**config.mk**
```make
export PLATFORM = sky130hd
export DESIGN_NAME = hefit_ctrl
export DESIGN_NICKNAME = d
export VERILOG_FILES = /design/src/design/hefit_pkg.sv /design/src/design/hefit_ctrl.sv
export VERILOG_INCLUDE_DIRS = /design/src /design/src/design
export SDC_FILE = /design/constraint.sdc
export NUM_CORES = 1
export LEC_CHECK = 0
export BUFFER_PORTS_ARGS = -buffer_cell sky130_fd_sc_hd__buf_2
export CORE_UTILIZATION = 53
export CTS_CLUSTER_SIZE = 24
export DETAILED_ROUTE_END_ITERATION = 16
export PLACE_DENSITY = 0.78
export SYNTH_ARGS = -nofsm -noshare
export SYNTH_HDL_FRONTEND = slang
export SYNTH_SLANG_ARGS = --single-unit
```
**constraint.sdc**
```tcl
create_clock -name aclk -period 2 [get_ports aclk]
set_input_delay 0.4 -clock aclk [delete_from_list [all_inputs] [get_ports aclk]]
set_output_delay 0.4 -clock aclk [all_outputs]
set_load 0.05 [all_outputs]
```
**src/design/hermite_elevation_profile_fit_unit_macros.svh**
```systemverilog
// Assertion helpers used by hefit_ctrl.
`ifndef HERMITE_ELEVATION_PROFILE_FIT_UNIT_MACROS_SVH
`define HERMITE_ELEVATION_PROFILE_FIT_UNIT_MACROS_SVH

// Same-cycle implication, clocked on aclk, off during reset.
`define HEFIT_ASSERT_NOW(lbl, ante, cons, msg) \
    lbl: assert property (@(posedge aclk) disable iff (!aresetn) (ante) |-> (cons)) \
        else $error(msg);

// Next-cycle implication, clocked on aclk, off during reset.
`define HEFIT_ASSERT_NEXT(lbl, ante, cons, msg) \
    lbl: assert property (@(posedge aclk) disable iff (!aresetn) (ante) |=> (cons)) \
        else $error(msg);

`endif

```
**src/design/hefit_pkg.sv**
```systemverilog
package hefit_pkg;

    localparam int FRAC_BITS_DEF = 16;
    localparam int MIN_SP_W      = 16;
    localparam int APB_ADDR_W    = 3;
    localparam int APB_DATA_W    = 32;
    localparam logic [MIN_SP_W-1:0] MIN_SP_RESET = 16'd1;

    typedef struct packed {
        logic signed [31:0] station;
        logic signed [31:0] elevation;
        logic               last_point;
    } in_t;

    typedef struct packed {
        logic signed [31:0] segment_start;
        logic signed [31:0] coef_a;
        logic signed [47:0] coef_b;
        logic signed [47:0] coef_c;
        logic signed [47:0] coef_d;
        logic               status;
        logic               last_segment;
    } out_t;

    typedef enum logic [3:0] {
        OP_NONE,
        OP_SET_PRIOR,
        OP_SHIFT,
        OP_TAN,
        OP_SEG_LOAD,
        OP_MUL,
        OP_DIV_C,
        OP_DIV_D,
        OP_EMIT
    } dp_op_t;

    typedef enum logic [1:0] {
        MUL_MH,
        MUL_QH,
        MUL_H2,
        MUL_H3
    } mul_sel_t;

    typedef enum logic [1:0] {
        EMIT_LONE,
        EMIT_ERR,
        EMIT_SEG
    } emit_kind_t;

    typedef struct packed {
        dp_op_t     op;
        logic       pair_older;    // operands start at the older point
        logic       tan_to_b;      // tangent lands in tb, else ta
        logic       m0_older_tan;  // m0 from stored older tangent, else ta
        logic       m1_from_b;     // m1 from tb, else ta
        logic       seg_last;
        mul_sel_t   mul_sel;
        emit_kind_t kind;
    } dp_cmd_t;

    typedef struct packed {
        logic mul_done;
        logic div_done;
        logic too_close;
        logic in_last;
        logic out_free;
    } dp_sts_t;

endpackage

```
**src/design/hefit_ctrl.sv**
```systemverilog
// Sequencer: decides per point which tangents and segments to build.
`include "hermite_elevation_profile_fit_unit_macros.svh"

module hefit_ctrl (
    input  logic                aclk,
    input  logic                aresetn,
    input  logic                in_fire,
    output logic                s_ready,
    input  hefit_pkg::dp_sts_t  sts,
    output hefit_pkg::dp_cmd_t  cmd
);
    typedef enum logic [4:0] {
        ST_IDLE, ST_DECIDE, ST_TAN, ST_TAN_WAIT, ST_SEG,
        ST_MUL_MH, ST_MH_WAIT, ST_MUL_QH, ST_QH_WAIT,
        ST_MUL_H2, ST_H2_WAIT, ST_MUL_H3, ST_H3_WAIT,
        ST_DIV_C, ST_C_WAIT, ST_DIV_D, ST_D_WAIT,
        ST_EMIT, ST_SHIFT
    } ctrl_state_t;

    ctrl_state_t            state_reg, state_next;
    logic [1:0]             pts_reg, pts_next;
    logic                   skip_reg, skip_next;
    logic                   second_reg, second_next;
    hefit_pkg::emit_kind_t  kind_reg, kind_next;
    logic                   first_of_two;

    // first segment of a point that closes two intervals
    assign first_of_two = (pts_reg == 2'd2) && !second_reg;
    assign s_ready      = (state_reg == ST_IDLE);

    always_comb begin
        state_next  = state_reg;
        pts_next    = pts_reg;
        skip_next   = skip_reg;
        second_next = second_reg;
        kind_next   = kind_reg;
        cmd         = '0;
        cmd.op      = hefit_pkg::OP_NONE;
        cmd.kind    = kind_reg;
        cmd.mul_sel = hefit_pkg::MUL_MH;
        unique case (state_reg)
            ST_IDLE: if (in_fire) state_next = ST_DECIDE;
            ST_DECIDE: begin
                priority if (skip_reg) begin
                    if (sts.in_last) skip_next = 1'b0;
                    state_next = ST_IDLE;
                end else if (pts_reg == 2'd0) begin
                    if (sts.in_last) begin
                        kind_next  = hefit_pkg::EMIT_LONE;
                        state_next = ST_EMIT;
                    end else begin
                        cmd.op     = hefit_pkg::OP_SET_PRIOR;
                        pts_next   = 2'd1;
                        state_next = ST_IDLE;
                    end
                end else if (sts.too_close) begin
                    kind_next  = hefit_pkg::EMIT_ERR;
                    pts_next   = 2'd0;
                    skip_next  = !sts.in_last;
                    state_next = ST_EMIT;
                end else begin
                    second_next = 1'b0;
                    state_next  = ST_TAN;
                end
            end
            ST_TAN: begin
                cmd.op         = hefit_pkg::OP_TAN;
                cmd.pair_older = first_of_two;
                cmd.tan_to_b   = second_reg;
                state_next     = ST_TAN_WAIT;
            end
            ST_TAN_WAIT: begin
                if (sts.div_done) begin
                    if (pts_reg == 2'd1 && !sts.in_last) state_next = ST_SHIFT;
                    else                                 state_next = ST_SEG;
                end
            end
            ST_SEG: begin
                cmd.op           = hefit_pkg::OP_SEG_LOAD;
                cmd.pair_older   = first_of_two;
                cmd.m0_older_tan = first_of_two;
                cmd.m1_from_b    = second_reg;
                cmd.seg_last     = !first_of_two;
                kind_next        = hefit_pkg::EMIT_SEG;
                state_next       = ST_MUL_MH;
            end
            ST_MUL_MH: begin
                cmd.op      = hefit_pkg::OP_MUL;
                cmd.mul_sel = hefit_pkg::MUL_MH;
                state_next  = ST_MH_WAIT;
            end
            ST_MH_WAIT: if (sts.mul_done) state_next = ST_MUL_QH;
            ST_MUL_QH: begin
                cmd.op      = hefit_pkg::OP_MUL;
                cmd.mul_sel = hefit_pkg::MUL_QH;
                state_next  = ST_QH_WAIT;
            end
            ST_QH_WAIT: if (sts.mul_done) state_next = ST_MUL_H2;
            ST_MUL_H2: begin
                cmd.op      = hefit_pkg::OP_MUL;
                cmd.mul_sel = hefit_pkg::MUL_H2;
                state_next  = ST_H2_WAIT;
            end
            ST_H2_WAIT: if (sts.mul_done) state_next = ST_MUL_H3;
            ST_MUL_H3: begin
                cmd.op      = hefit_pkg::OP_MUL;
                cmd.mul_sel = hefit_pkg::MUL_H3;
                state_next  = ST_H3_WAIT;
            end
            ST_H3_WAIT: if (sts.mul_done) state_next = ST_DIV_C;
            ST_DIV_C: begin
                cmd.op     = hefit_pkg::OP_DIV_C;
                state_next = ST_C_WAIT;
            end
            ST_C_WAIT: if (sts.div_done) state_next = ST_DIV_D;
            ST_DIV_D: begin
                cmd.op     = hefit_pkg::OP_DIV_D;
                state_next = ST_D_WAIT;
            end
            ST_D_WAIT: if (sts.div_done) state_next = ST_EMIT;
            ST_EMIT: begin
                if (sts.out_free) begin
                    cmd.op = hefit_pkg::OP_EMIT;
                    if (kind_reg != hefit_pkg::EMIT_SEG) begin
                        state_next = ST_IDLE;
                    end else if (first_of_two) begin
                        if (sts.in_last) begin
                            second_next = 1'b1;
                            state_next  = ST_TAN;
                        end else begin
                            state_next = ST_SHIFT;
                        end
                    end else begin
                        pts_next   = 2'd0;
                        state_next = ST_IDLE;
                    end
                end
            end
            ST_SHIFT: begin
                cmd.op     = hefit_pkg::OP_SHIFT;
                pts_next   = 2'd2;
                state_next = ST_IDLE;
            end
            default: state_next = ST_IDLE;
        endcase
    end

    always_ff @(posedge aclk) begin
        if (!aresetn) begin
            state_reg  <= ST_IDLE;
            pts_reg    <= 2'd0;
            skip_reg   <= 1'b0;
            second_reg <= 1'b0;
            kind_reg   <= hefit_pkg::EMIT_SEG;
        end else begin
            state_reg  <= state_next;
            pts_reg    <= pts_next;
            skip_reg   <= skip_next;
            second_reg <= second_next;
            kind_reg   <= kind_next;
        end
    end

    `HEFIT_ASSERT_NOW(a_emit_room, cmd.op == hefit_pkg::OP_EMIT, sts.out_free, "emit with full output")
    `HEFIT_ASSERT_NOW(a_skip_empty, skip_reg, pts_reg == 2'd0, "skipping with points held")
    `HEFIT_ASSERT_NOW(a_mul_done_wait, sts.mul_done, state_reg == ST_MH_WAIT || state_reg == ST_QH_WAIT || state_reg == ST_H2_WAIT || state_reg == ST_H3_WAIT, "product outside wait")
    `HEFIT_ASSERT_NOW(a_div_done_wait, sts.div_done, state_reg == ST_TAN_WAIT || state_reg == ST_C_WAIT || state_reg == ST_D_WAIT, "quotient outside wait")
    `HEFIT_ASSERT_NEXT(a_shift_two, cmd.op == hefit_pkg::OP_SHIFT, pts_reg == 2'd2, "shift without two points")

endmodule

```
==> Word-level counts from Yosys, hierarchy flattened <==
Cells that the tools add are included.
{ "totals": {"ff_bits": 11, "inputBits": 8, "out_inout_bits": 14, "word_cells": 113} }
{ "classes": {"eq_ne": 40, "n_mux": 52, "n_reduce_logical": 16} }
{ "ops": {"columns": ["operator", "n"], "rows": [
  ["$pmux 5 s18", 1],
  ["$mux 5", 17],
  ["$eq 5x4->1 const B", 8],
  ["$ne 2x2->1 const B", 17],
  ["$pmux 4 s8", 1],
  ["$mux 2", 11],
  ["$eq 5x3->1 const B", 4],
  ["$mux 1", 16],
  ["$eq 5x5->1 const B", 3],
  ["$pmux 2 s3", 2],
  ["$eq 5x2->1 const B", 2],
  ["$ne 3x3->1 const B", 3],
  ["$reduce_and 9->1", 1],
  ["$reduce_and 8->1", 1],
  ["$reduce_and 7->1", 1],
  ["$eq 5x1->1 const B", 1],
  ["$logic_not 5->1", 1],
  ["$mux 4", 1],
  ["$pmux 2 s2", 1],
  ["$reduce_and 4->1", 1],
  ["$reduce_bool 2->1", 2],
  ["$reduce_or 4->1", 1],
  ["$logic_not 1->1", 3],
  ["$mux 3", 1],
  ["other kinds (7)", 8]
]} }

==> Logic depth before layout (Yosys ltp) <==
Gate-level depths: netlist (run 1).
{ "logic_depth": {"depth_word": 6, "mapped_depth": 7, "depth_no_buf": 5} }

==> Worst setup path before layout (run 1) <==
Ideal clock, no wire load.
{ "synth_timing": {"kind": "register to output", "from": "register state_reg[1]", "to": "output port cmd[9] (netlist name)", "arrival_time_ps": 2673, "setup_slack_ps": -1073, "path_stages_with_launch": 5, "n_path_buf": 2, "cell_sequence": "dfxtp_1 > buf_2 > clkbuf_1 > o21ai_0 > a2111oi_1"} }
{ "synth_lines": {"columns": ["item", "line", "text"], "rows": [
  ["start, declared", "hefit_ctrl.sv:20", "ctrl_state_t state_reg, state_next;"],
  ["start signal, assigned", "hefit_ctrl.sv:156", "state_reg <= state_next;"],
  ["end, declared", "hefit_ctrl.sv:10", "output hefit_pkg::dp_cmd_t cmd"]
]} }

==> results summary, run 1 <==
The worst hold path begins at aresetn. The number of synthesized flops with an enable pin came out at 0. The half-perimeter wire length after detailed placement is 2302 µm.

For the worst-skew pair, the clock arrives at the later sink with an insertion delay of around 0.28 ns. The worst flop-to-flop path endpoint is state_reg[0]$_SDFFE_PN0P_. The count of boundary I/O pins came out at 22. The achievable frequency came out at 0.4916 GHz.

The routability-driven placement congestion ratio is 0.9642. The synthesized design contains 11 register bits. The placeable core region came out at roughly 1800 µm². The share of flip-flops with an asynchronous set or reset came out at 0.

The die covers 2111 µm². The area growth from synthesis to layout is 31.91%. Of the post-synthesis cell area, the dominant cell type holds 0.2152. The final reports fail on negative setup slack. Data on the critical path arrives at its endpoint at 1.63 ns. Walking the worst path, the cells encountered are or3_4, nor3_2, nor3_1, a2111oi_4, buf_6. The post-layout minimum cycle time came out at 2.034 ns. The worst reg2reg path depth came out at 6.

Together, buffers and inverters on the worst path number 1. The TritonCTS buffer count came out at 3. The worst hold slack is ~0.4 ns. After global routing the overflow that remains totals 0.

The kind of end point of the critical path is an output port. The number of hold violations in the final report came out at 0. TritonCTS built the clock tree. In this run the clock root is driven by a sky130_fd_sc_hd__clkbuf_4. The global-route wire length before repair came out at slightly below 5000 µm.

The final clock skew came out at between 0.006 and 0.007 ns. Buffers inserted to repair hold after CTS numbered 0. The overall routing resource usage came out at 0.3268. The final period utilization came out at 1.017. After detailed routing, the average wire length per cell comes to ~15 µm.

In the final design database the tool counted 185 nets. Ranked by total cell area, the synthesized netlist is headed by sky130_fd_sc_hd__dfxtp_1 22%, sky130_fd_sc_hd__nand2_1 6.6%, sky130_fd_sc_hd__nor3_1 5.9%, sky130_fd_sc_hd__nor2_1 5.9%, sky130_fd_sc_hd__o21ai_0 3.4%. The completed layout was analyzed and its total power is 1.024 mW.

The final setup slack of the worst path came out at -0.03403 ns. For this design the static power due to leakage is ~0.54 nW. The actual transition at the worst max-transition pin is 0.3834 ns. The number of vias after detailed routing is 1238.

The final-report max-slew violation count came to 0. Synthesis produced about 150 cells. The number of cell rows came out at 15.

The average cell area after synthesis is just under 7 µm². The path category of the worst min-delay check is in2reg. The most used flip-flop cell after synthesis is sky130_fd_sc_hd__dfxtp_1. For this run, the register share of the synthesized area comes to 0.2152. The share of post-route cells with drive strength above 1 came out at 0.3693. The number of flip-flops under the largest register name is 5.

The worst setup path is launched from a register. Once layout is complete, the utilization of the core stands at 0.7652. The placement-stage cell area came out at 1249 µm².

Setup violations remaining at the end of the flow were counted as 1. The pin count of the biggest net entering global routing came out at 13. The clock-pin transition on the worst setup and hold timing paths is around 0.080 ns. In this run the power density over the cells is ~760 nW/µm². The peak fanout along the critical path is 2. The remaining antenna violation count came out at 0. For this design, the sink count on the clock tree is 11. The die width is 45.95 µm.

Measured along the y axis, the die boundary spans 45.95 µm. The starting density of the core came out at 0.5801. In this run the number of H-tree levels came out at 1.

OpenSTA, run right after detailed placement, puts the worst setup slack at -0.09541 ns. The kind of cell adding the most delay to the critical path is simple AND/OR/NAND/NOR gates. The slowest cell on the critical path is sky130_fd_sc_hd__or3_4. By startpoint and endpoint, the worst setup path is classified as reg2out. The reg-to-reg startpoint is state_reg[0]$_SDFFE_PN0P_. The count of maximum capacitance violations came out at 0. The number of buffers on the longest clock path is 2.

The setup check on the worst reg-to-reg path leaves a slack of between 0.2 and 0.3 ns. The number of I/O port buffers is 21. The total of fill cells in the finished design is 149.

The mapped netlist covers 1023 µm². The worst endpoint required time is between 1.5 and 2 ns. Setup repair after global routing could not meet its margin everywhere. The pre-antenna-repair detailed-routing pass consisted of 4 iterations. In this run, distinct cell masters in the synthesized netlist total 49. The number of global-route vias before repair came out at 1060. The leading area contributor after synthesis is sky130_fd_sc_hd__dfxtp_1.

Measured against its own limit, the worst slew margin works out to 0.7425. For this run, design rule violations remaining after detail routing come to 0. The number of antenna violations at the first check in global routing is 0. The stage delay of the slowest cell on the critical path came out at 0.39 ns. The number of nets in the synthesized netlist came out at between 150 and 200.

Dividing the detail-routed via count by the number of cells gives 6.159. After routing the design area is around 1400 µm². The number of cells on the worst hold path is 2. The antenna diode instance count came out at 0. The worst-case IR drop observed on VDD is between 400 and 500 µV. The run finished, with violations left. The routed wire length is 3051 µm.

The count of warnings emitted by yosys came out at 0. The number of design-rule violations left by the first detailed-router iteration came out at 28. The path with the worst hold slack has its endpoint at kind_reg[1]$_SDFFE_PN1P_.
## worst max path at each step
stage | end | slack [ns] | cells after the start | start
after global routing | cmd[9] | -0.09 | 5 | pts_reg[1]$_SDFFE_PN0P_
after global placement | cmd[9] | -0.04 | 6 | sts[1]
after detailed placement | cmd[9] | -0.1 | 6 | sts[1]
after CTS | cmd[9] | -0.13 | 5 | pts_reg[1]$_SDFFE_PN0P_
final | cmd[9] | -0.03 | 5 | pts_reg[1]$_SDFFE_PN0P_
after floorplan | cmd[3] | -0.15 | 3 | state_reg[3]$_SDFFE_PN0P_
## what timing repair did
item / 4_1_cts / 5_1_grt
setup buffers: 1 / 0
gates cloned: 0 / 0
pin swaps: 0 / 1
endpoints found under the hold margin: 0 / 0
setup endpoints to repair: 8 / 10
resized for setup: 9 / 14
## Yosys cell counts (2+ instances only)
cell type / count
sky130_fd_sc_hd__inv_1: 5
sky130_fd_sc_hd__o2111ai_1: 2
sky130_fd_sc_hd__nand2_1: 18
sky130_fd_sc_hd__dfxtp_1: 11
sky130_fd_sc_hd__nor2b_1: 4
sky130_fd_sc_hd__a21o_1: 2
sky130_fd_sc_hd__and3_1: 2
sky130_fd_sc_hd__nor2_1: 16
sky130_fd_sc_hd__xor2_1: 2
sky130_fd_sc_hd__nand3_1: 3
sky130_fd_sc_hd__clkbuf_1: 3
sky130_fd_sc_hd__mux2i_1: 2
sky130_fd_sc_hd__a31oi_1: 3
sky130_fd_sc_hd__o31ai_1: 2
sky130_fd_sc_hd__o22ai_1: 2
sky130_fd_sc_hd__o21ai_1: 6
sky130_fd_sc_hd__nand2b_1: 2
sky130_fd_sc_hd__and3b_1: 2
sky130_fd_sc_hd__or3_1: 2
sky130_fd_sc_hd__nor3_1: 12
sky130_fd_sc_hd__a21oi_1: 5
sky130_fd_sc_hd__buf_2: 6
sky130_fd_sc_hd__buf_4: 2
sky130_fd_sc_hd__a22oi_1: 2
sky130_fd_sc_hd__o21ai_0: 7
## layout make-up
class                           instances  area, µm²  area share
Multi-Input combinational cell        118      793.3      0.5876
Timing Repair Buffer                   37      251.5      0.1863
Sequential cell                        11      225.2      0.1668
Tap cell                               25      31.28     0.02317
Clock buffer                            4      26.28     0.01946
Inverter                                6      22.52     0.01668
## cells in the final DEF (no fill, tap or decap), types with 2 or more instances in the layout
cell type and count:
sky130_fd_sc_hd__nor3_1 8, sky130_fd_sc_hd__dfxtp_1 7, sky130_fd_sc_hd__buf_4 20, sky130_fd_sc_hd__nand2_2 2
sky130_fd_sc_hd__a31oi_1 3, sky130_fd_sc_hd__nand2b_1 2, sky130_fd_sc_hd__a21o_1 2, sky130_fd_sc_hd__o21ai_1 6
sky130_fd_sc_hd__nor2b_1 2, sky130_fd_sc_hd__inv_1 5, sky130_fd_sc_hd__clkbuf_4 7, sky130_fd_sc_hd__o22ai_1 2
sky130_fd_sc_hd__and3b_1 2, sky130_fd_sc_hd__o21ai_0 7, sky130_fd_sc_hd__nor2_1 15, sky130_fd_sc_hd__nand2_1 17
sky130_fd_sc_hd__o2111ai_1 2, sky130_fd_sc_hd__a22oi_1 2, sky130_fd_sc_hd__a21oi_1 5, sky130_fd_sc_hd__buf_2 12
sky130_fd_sc_hd__dfxtp_2 4, sky130_fd_sc_hd__and3_1 2, sky130_fd_sc_hd__mux2i_1 2, sky130_fd_sc_hd__nor2b_2 2
sky130_fd_sc_hd__nand3_1 2, sky130_fd_sc_hd__xor2_1 2, sky130_fd_sc_hd__nor3_2 4
## per-stage QoR
step | instances | TNS (ns)
3_3_place_gp | 196 | -0.03605
3_5_place_dp | 196 | -0.09541
2_1_floorplan | 147 | -0.3308
5_1_grt | 201 | -0.09232
4_1_cts | 201 | -0.1603
6_report | 201 | -0.03403
## power by group
part,internal (mW),leakage (nW),switching [mW]
registers,0.245,0.0914,0.0383
logic,0.227,0.430,0.349
clock network,0.0776,0.0150,0.0878
total,0.550,0.536,0.475
## metal layers
| metal | part of all wire | vias up | wire [µm] | global-route usage |
|---|---|---|---|---|
| met1 | 0.43 | 561 | 1298 | 0.4323 |
| met4 | 0.028 | 0 | 85 | 0.1588 |
| met5 | 0 | - | 0 | 0 |
| met2 | 0.47 | 72 | 1425 | 0.5127 |
| met3 | 0.079 | 10 | 242 | 0.04762 |
| li1 | - | 595 | - | - |
## worst reg2reg max path: stages, from the launching register on
cell and delay (ns):
sky130_fd_sc_hd__dfxtp_1 0.44, sky130_fd_sc_hd__buf_4 0.19, sky130_fd_sc_hd__nor3b_1 0.27, sky130_fd_sc_hd__nand2_1 0.16, sky130_fd_sc_hd__a21oi_1 0.31, sky130_fd_sc_hd__o2111ai_1 0.17, sky130_fd_sc_hd__a21oi_2 0.13
## kinds of logic after synthesis
family	after synthesis	synth area share
buf+inv	18	0.08801
mux	2	0.01956
simple gates	72	0.3741
xor+xnor	3	0.02568
flops	11	0.2152
compound gates	41	0.2775
Power figures use the tool's default switching activity.
==> run 2: changes to the inputs <==
--- a/config.mk
+++ b/config.mk
@@ -6,11 +6,13 @@
 export SDC_FILE = /design/constraint.sdc
 export NUM_CORES = 1
 export LEC_CHECK = 0
+export ABC_AREA = 1
 export BUFFER_PORTS_ARGS = -buffer_cell sky130_fd_sc_hd__buf_2
-export CORE_UTILIZATION = 53
+export CORE_UTILIZATION = 55
 export CTS_CLUSTER_SIZE = 24
 export DETAILED_ROUTE_END_ITERATION = 16
-export PLACE_DENSITY = 0.78
+export PLACE_DENSITY = 0.79
+export RECOVER_POWER = 100
 export SYNTH_ARGS = -nofsm -noshare
 export SYNTH_HDL_FRONTEND = slang
 export SYNTH_SLANG_ARGS = --single-unit
==> results summary, run 2 <==
The post-layout minimum cycle time is slightly below 2 ns. The multiplexer area fraction after synthesis is 0. The final-report max-slew violation count came out at 0.

The pin count of the biggest net entering global routing came out at 13. In the global route stage, overall resource usage came out at 0.2846. The cell count after synthesis came out at 183. The number of hold violations in the final report came out at 0. The clock net in this run drives a total of 11 sinks. The area growth from synthesis to layout is 14.59%. The number of buffers added for setup after CTS is 0. sky130_fd_sc_hd__nand2_1 is the most common cell in the netlist. Leaving out fill and tap cells, the most frequent cell in the layout is sky130_fd_sc_hd__nand2_1. The worst setup path is launched from a register. The worst pin sits at a relative slew slack of 0.6098. The slowest cell on the critical path is sky130_fd_sc_hd__dfxtp_4. Power spread over the standard cell area amounts to 1109 nW/µm².

The net count of the finished layout is 216. The number of nets in the synthesized netlist is 191. The global-route congestion overflow total came out at 0. Sorting the synthesized cells by how often they occur yields 39 x sky130_fd_sc_hd__nand2_1, 26 x sky130_fd_sc_hd__inv_1, 21 x sky130_fd_sc_hd__nor2_1. The final clock skew is 0.001963 ns.

The total non-filler cell area in the finished layout came out at ~1300 µm². The remaining antenna violation count is 0. The largest single stage delay on the critical path is 0.40 ns. The actual transition at the worst max-transition pin came out at approximately 0.6 ns. Of the post-synthesis cell area, the dominant cell type holds 0.1888. In this run, synthesis inferred 0 flip-flops with an integrated enable. The achievable frequency is 0.5158 GHz.

The half-perimeter wire length after detailed placement came out at 2351 µm. TritonCTS built the clock tree. The placeable core region is between 1500 and 2000 µm². In the synthesized netlist the dominant register cell turns out to be sky130_fd_sc_hd__dfxtp_1. The simple logic cell fraction of the synthesized area is 0.5376. Of the total power, registers draw 0.235. Of the available clock period, the critical path in the final layout requires 0.9694. The placement-stage cell area came out at 1290 µm². Dividing the detail-routed wire length by the instance count gives 12.62 µm. The worst endpoint data arrival time is 1.54 ns.

The number of I/O port buffers is 21. The count of boundary I/O pins is 22. Clock-pin slew was measured on the worst setup and hold paths at roughly 0.07 ns. The height of the chip is 48.05 µm. The worst setup path is of the reg2out kind.

The first global-routing pass estimated 4554 µm of wire. The number of global-route vias before repair came out at 1029. Summed over all layers, the routed wires come to roughly 3000 µm. Summed over all cells, the static leakage comes to between 0.6 and 0.7 nW. The final-layout setup total negative slack is 0 ns.

In this run the worst hold path is classified as in2reg. The post-synthesis cell type count came out at 30. The number of synthesized register bits came out at 11. The insertion delay to the later sink of the worst-skew pair is 0.27 ns.

The library cells used most frequently in the layout, excluding fill and tap cells, are 39 x sky130_fd_sc_hd__nand2_1, 26 x sky130_fd_sc_hd__inv_1, 19 x sky130_fd_sc_hd__nand3_1, 19 x sky130_fd_sc_hd__nor2_1, 13 x sky130_fd_sc_hd__a21oi_1. The count of warnings emitted by yosys came out at 0. The antenna diode instance count is 0.

The average cell area after synthesis came out at 6.372 µm². The compound-gate portion of the synthesized area came out at 0.1159. Summed over all instances, the cell type with the most area after synthesis is sky130_fd_sc_hd__dfxtp_1. The sequential area share after synthesis came out at 0.1888. The share of post-route cells with drive strength above 1 came out at 0.3188.

The clock share of power came out at 0.105. The mean number of vias per cell is 5.500. The count of maximum capacitance violations is 0.

The switching power is 0.8354 mW. The floorplan step defined a die boundary enclosing 2308 µm². Routability-driven placement finished with a final weighted congestion of between 0.9 and 1. The combinational share of power is 0.660.

The root buffer cell chosen for the clock tree is sky130_fd_sc_hd__clkbuf_4. Walking the worst path, the cells encountered are inv_1, nand2_1, nor2_1, a21oi_2, nand3_1, a31o_2, buf_6. The number of antenna violations at the first check in global routing came to 0. The worst setup path is captured at an output port. The design draws 1.482 mW.

The count of TritonRoute iterations in the first routing pass came out at 4. The number of cell rows is 16. The synthesized area is 1166 µm².

Of the total power, the share spent switching nets is 0.5635. The longest clock path from root to sink contains 2 buffers. The number of H-tree levels came out at 1.

The starting density of the core is 0.5884. Yosys attributes the largest share of cell area to sky130_fd_sc_hd__dfxtp_1 19%, sky130_fd_sc_hd__nand2_1 13%, sky130_fd_sc_hd__inv_1 8.4%, sky130_fd_sc_hd__nand3_1 8.2%, sky130_fd_sc_hd__nor2_1 6.8%. The peak fanout along the critical path is 6. The die width is 48.05 µm. The main combinational cell family by area after synthesis is simple AND/OR/NAND/NOR gates. The parity-gate share of the synthesized area counting xor and xnor cells is 0. STA puts the critical path data required time at 1.60 ns. Setup violations remaining at the end of the flow were counted as 0. The register with the most flip-flops in the layout has 5 of them. The routed layout has roughly 1300 vias. The number of design-rule violations left by the first detailed-router iteration is 54. After detailed routing, the number of remaining DRC violations is 0. The share of flip-flops with an asynchronous set or reset is 0. The adder-cell area share of the yosys netlist is 0. The peak supply drop is around 780 µV. The TritonCTS buffer count came out at 3. Setup repair after global routing left no endpoint under its margin. The flow ran to the end, and the final reports show no timing, DRC or antenna violations. The cell internal power dissipation came out at 0.6471 mW.
[run 2: through the flow]
step                setup slack, ns  cells  utilization  hold slack (ns)
global placement             0.1696    230       0.6509           0.4881
finish                      0.06124    234       0.6742           0.3619
detailed placement           0.1085    230       0.6509           0.5009
floorplan                   0.05149    183            -           0.4710
CTS                        0.003945    234       0.6692           0.3604
global route               0.007861    234       0.6742           0.3631
[run 2: path summary, 6_finish.rpt]
kind	start	endpoint	slack, ns	cells after the start
max	state_reg[3]$_SDFFE_PN0P_	cmd[9]	0.06	7
min	aresetn	kind_reg[1]$_SDFFE_PN1P_	0.36	2
max reg2reg	state_reg[3]$_SDFFE_PN0P_	kind_reg[0]$_SDFFE_PN0P_	0.12	7
min reg2reg	kind_reg[1]$_SDFFE_PN1P_	kind_reg[1]$_SDFFE_PN1P_	0.51	2
[run 2: final cells by class]
type / instances / area, µm²
multi-input combinational: 135 / 773.2
fill: 183 / 645.6
sequential: 11 / 230.2
timing repair buffer: 25 / 145.1
inverter: 32 / 127.6
tap: 27 / 33.78
clock buffer: 4 / 26.28
[run 2: timing repair]
item                                    4_1_cts  5_1_grt
cloned                                        0        0
hold buffers                                  0        0
gates resized for setup                       7       12
endpoints found under the setup margin        6        7
[run 2: per-layer routing]
metal  GRT usage  part of all wire  routed length, µm
met1      0.4045              0.43               1270
met2      0.4405              0.47               1385
met3     0.02264             0.078                229
met4      0.1167             0.022                 66
met5           0                 0                  0
[run 2: cell families (layout without fill, tap and decap cells)]
group	count (synthesis)	in the layout
buffers and inverters	37	61
AO/OA/AOI/OAI	23	23
flip-flops	11	11
AND/OR/NAND/NOR	112	112
[run 2: critical path, delay by kind of cell (launching register included)]
kind	cells	cell delay (ns)
AO/OA/AOI/OAI	2	0.36
buffers and inverters	2	0.24
flip-flops	1	0.40
AND/OR/NAND/NOR	3	0.26
[run 2: power by group through the flow]
stage / logic [mW] / clock network, mW / registers (mW)
floorplan: 0.806 / 0 / 0.345
global placement: 0.941 / 0 / 0.346
detailed placement: 0.955 / 0 / 0.352
CTS: 0.967 / 0.158 / 0.349
global route: 1.08 / 0.166 / 0.358
finish: 0.979 / 0.156 / 0.348
==> run 3: changes to the inputs <==
--- a/config.mk
+++ b/config.mk
@@ -13,6 +13,7 @@
 export DETAILED_ROUTE_END_ITERATION = 16
 export PLACE_DENSITY = 0.79
 export RECOVER_POWER = 100
+export SETUP_SLACK_MARGIN = 0.15
 export SYNTH_ARGS = -nofsm -noshare
 export SYNTH_HDL_FRONTEND = slang
 export SYNTH_SLANG_ARGS = --single-unit
==> results summary, run 3 (synthesis results as in run 2) <==
For this run, the slowest stage of the critical path takes 0.40 ns. The worst reg2reg path depth came out at 8. The remaining antenna violation count came out at 0. Overall power consumption after layout is estimated at 1.634 mW. The height of the chip came out at 48.05 µm.

STA classifies the critical path endpoint as an output port. Among cell families on the critical path, the largest total delay comes from flip-flops. Fill cells in the final layout number 126. The worst hold path passes through 2 cells. After the last flow step, the layout net total stands at ~230. The flow ran to the end, and the final reports show no timing, DRC or antenna violations. The overall routing resource usage came out at 0.2972. Counting buffers and inverters, the worst setup path is 7 cells deep. The congestion estimate from routability-driven global placement came to slightly below 1. The final-report max-slew violation count came out at 0. The global-route met2 utilization came out at 0.4919. After floorplanning, the core was divided into 16 placement rows. The mean number of vias per cell is 5.672. The most critical setup path has its startpoint at state_reg[3]$_SDFFE_PN0P_. After detailed routing, the average wire length per cell comes to 15.16 µm.

The antenna diode instance count is 0. In the global route stage, met3 resource usage came out at 0.02642. The number of antenna violations at the first check in global routing is 0.

The share of post-route cells with drive strength above 1 is 0.4305. The number of I/O port buffers is 21. After the first detailed-routing iteration, the DRC count stood at 81. The worst slew margin relative to its limit came out at 0.5919. The global-route wire length before repair came out at 4664 µm.

The count of boundary I/O pins is 22. Across the run, the number of max-cap violations was 0. The die width is 48.05 µm. The peak supply drop is 823.3 µV. The worst hold slack came out at ~0.35 ns.

The achievable frequency is 0.5161 GHz. The power density over the cells came out at 1026 nW/µm². The number of flip-flops under the largest register name came out at 5. For met1 alone, demand over resource in global routing was 0.3851. The final layout contains routed wiring with a total length of 3790 µm. The startpoint identified for the worst hold timing path is aresetn.

The pre-antenna-repair detailed-routing pass consisted of 5 iterations. The actual transition at the worst max-transition pin is 0.6148 ns. Relative to the synthesized area, the layout overhead comes to 36.59%.

Leaving out fill and tap cells, the most frequent cell in the layout is sky130_fd_sc_hd__nand2_1. In this run the number of H-tree levels came out at 1. The worst path buffer plus inverter count is 3. The cell sitting at the root of the clock tree is a sky130_fd_sc_hd__clkbuf_4. The final clock skew is 0.003875 ns. The insertion delay to the later sink of the worst-skew pair came out at 0.27 ns. The TritonCTS sink count is 11. The pin count of the biggest net entering global routing is 13.

The peak fanout along the critical path is 6. The wire-length estimate of the detail-placed layout is 2361 µm. STA classifies the critical path startpoint as a register. For the worst setup path, the data arrival time is 1.54 ns.

Data on the critical path is required at its endpoint by approximately 1.6 ns. TritonCTS created 3 clock buffers. The starting density of the core came out at 0.5884. The placeable core region is 1982 µm². The slowest cell on the critical path is sky130_fd_sc_hd__dfxtp_2. The analysis attributes to cell leakage a power of 0.8042 nW. The global-route congestion overflow total came out at 0. The number of global-route vias before repair is 1098. Setup repair after global routing could not meet its margin everywhere. The number of hold violations in the final report is 0.

In the routed design, unresolved DRC markers number 0. The path category of the worst min-delay check is in2reg. The final-layout setup total negative slack came out at 0 ns. The number of vias after detailed routing came out at ~1400. Setup violations remaining at the end of the flow were counted as 0.

Walking the worst path, the cells encountered are buf_6, nor2_4, buf_6, nand3_4, nand3_2, a31o_4, buf_8. Clock-pin slew was measured on the worst setup and hold paths at 0.07 ns. The number of buffers on the longest clock path came out at 2. The global routing stage identified its most utilized layer as met2. In the layout the commonest cells are 35 x sky130_fd_sc_hd__nand2_1, 23 x sky130_fd_sc_hd__inv_1, 17 x sky130_fd_sc_hd__nand3_1, 17 x sky130_fd_sc_hd__nor2_1, 17 x sky130_fd_sc_hd__buf_4. The number of hold buffers added after CTS was 0. TritonCTS built the clock tree.

The cell that appears most often on the critical path is sky130_fd_sc_hd__buf_6. The post-layout minimum cycle time is 1.938 ns. By startpoint and endpoint, the worst setup path is classified as reg2out. In the finished design, the share of the clock period the worst path needs comes to 0.9689.

The startpoint identified for the worst register-to-register timing path is state_reg[3]$_SDFFE_PN0P_. The die outline area came out at 2308 µm².
run 3: changes by cell type in the layout (fill, tap and decap cells not counted), moves of 3 or more:
cell	delta
sky130_fd_sc_hd__nand2_1	-4
sky130_fd_sc_hd__buf_4	+13
sky130_fd_sc_hd__buf_6	+5
sky130_fd_sc_hd__nand2_4	+3
sky130_fd_sc_hd__inv_1	-3
run 3: path summary, 6_finish.rpt:
check,to,slack [ns]
worst max-delay path,cmd[9],0.06
worst min-delay path,kind_reg[1]$_SDFFE_PN1P_,0.35
worst max register to register,kind_reg[0]$_SDFFE_PN0P_,0.14
worst min register to register,kind_reg[0]$_SDFFE_PN0P_,0.52
run 3: final cells by class:
class                           instances  area, µm²  share of cell area
Tap cell                               27      33.78             0.02121
Sequential cell                        11      234.0              0.1469
Timing Repair Buffer                   41      311.5              0.1956
Multi-Input combinational cell        135      852.1              0.5350
Clock buffer                            4      26.28             0.01650
Inverter                               32      135.1             0.08484
run 3: what timing repair did:
| action | in CTS | in global routing |
|---|---|---|
| gates cloned | 0 | 0 |
| endpoints found under the setup margin | 10 | 10 |
| pin swaps | 2 | 10 |
| setup buffers | 7 | 9 |
| gates resized for setup | 25 | 35 |
run 3: through the flow:
step           utilization  setup slack, ns  cells  instance area [µm²]
2_1_floorplan            -          0.05149    183                 1184
3_3_place_gp        0.6540           0.2233    230                 1296
3_5_place_dp        0.6540           0.1702    230                 1296
4_1_cts             0.7298          0.05784    241                 1446
5_1_grt             0.8037       -0.0006374    250                 1593
6_report            0.8037          0.06229    250                 1593
run 3: power breakdown:
group | internal [mW] | total [mW] | switching, mW
clock network | 0.0774 | 0.158 | 0.0806
logic | 0.368 | 1.13 | 0.759
registers | 0.284 | 0.349 | 0.0650
total | 0.729 | 1.63 | 0.904
run 3: layer usage:
metal / share of wire / vias up
met5: 0 / -
met4: 0.028 / 0
met3: 0.096 / 14
met2: 0.50 / 88
met1: 0.37 / 648
li1: - / 668
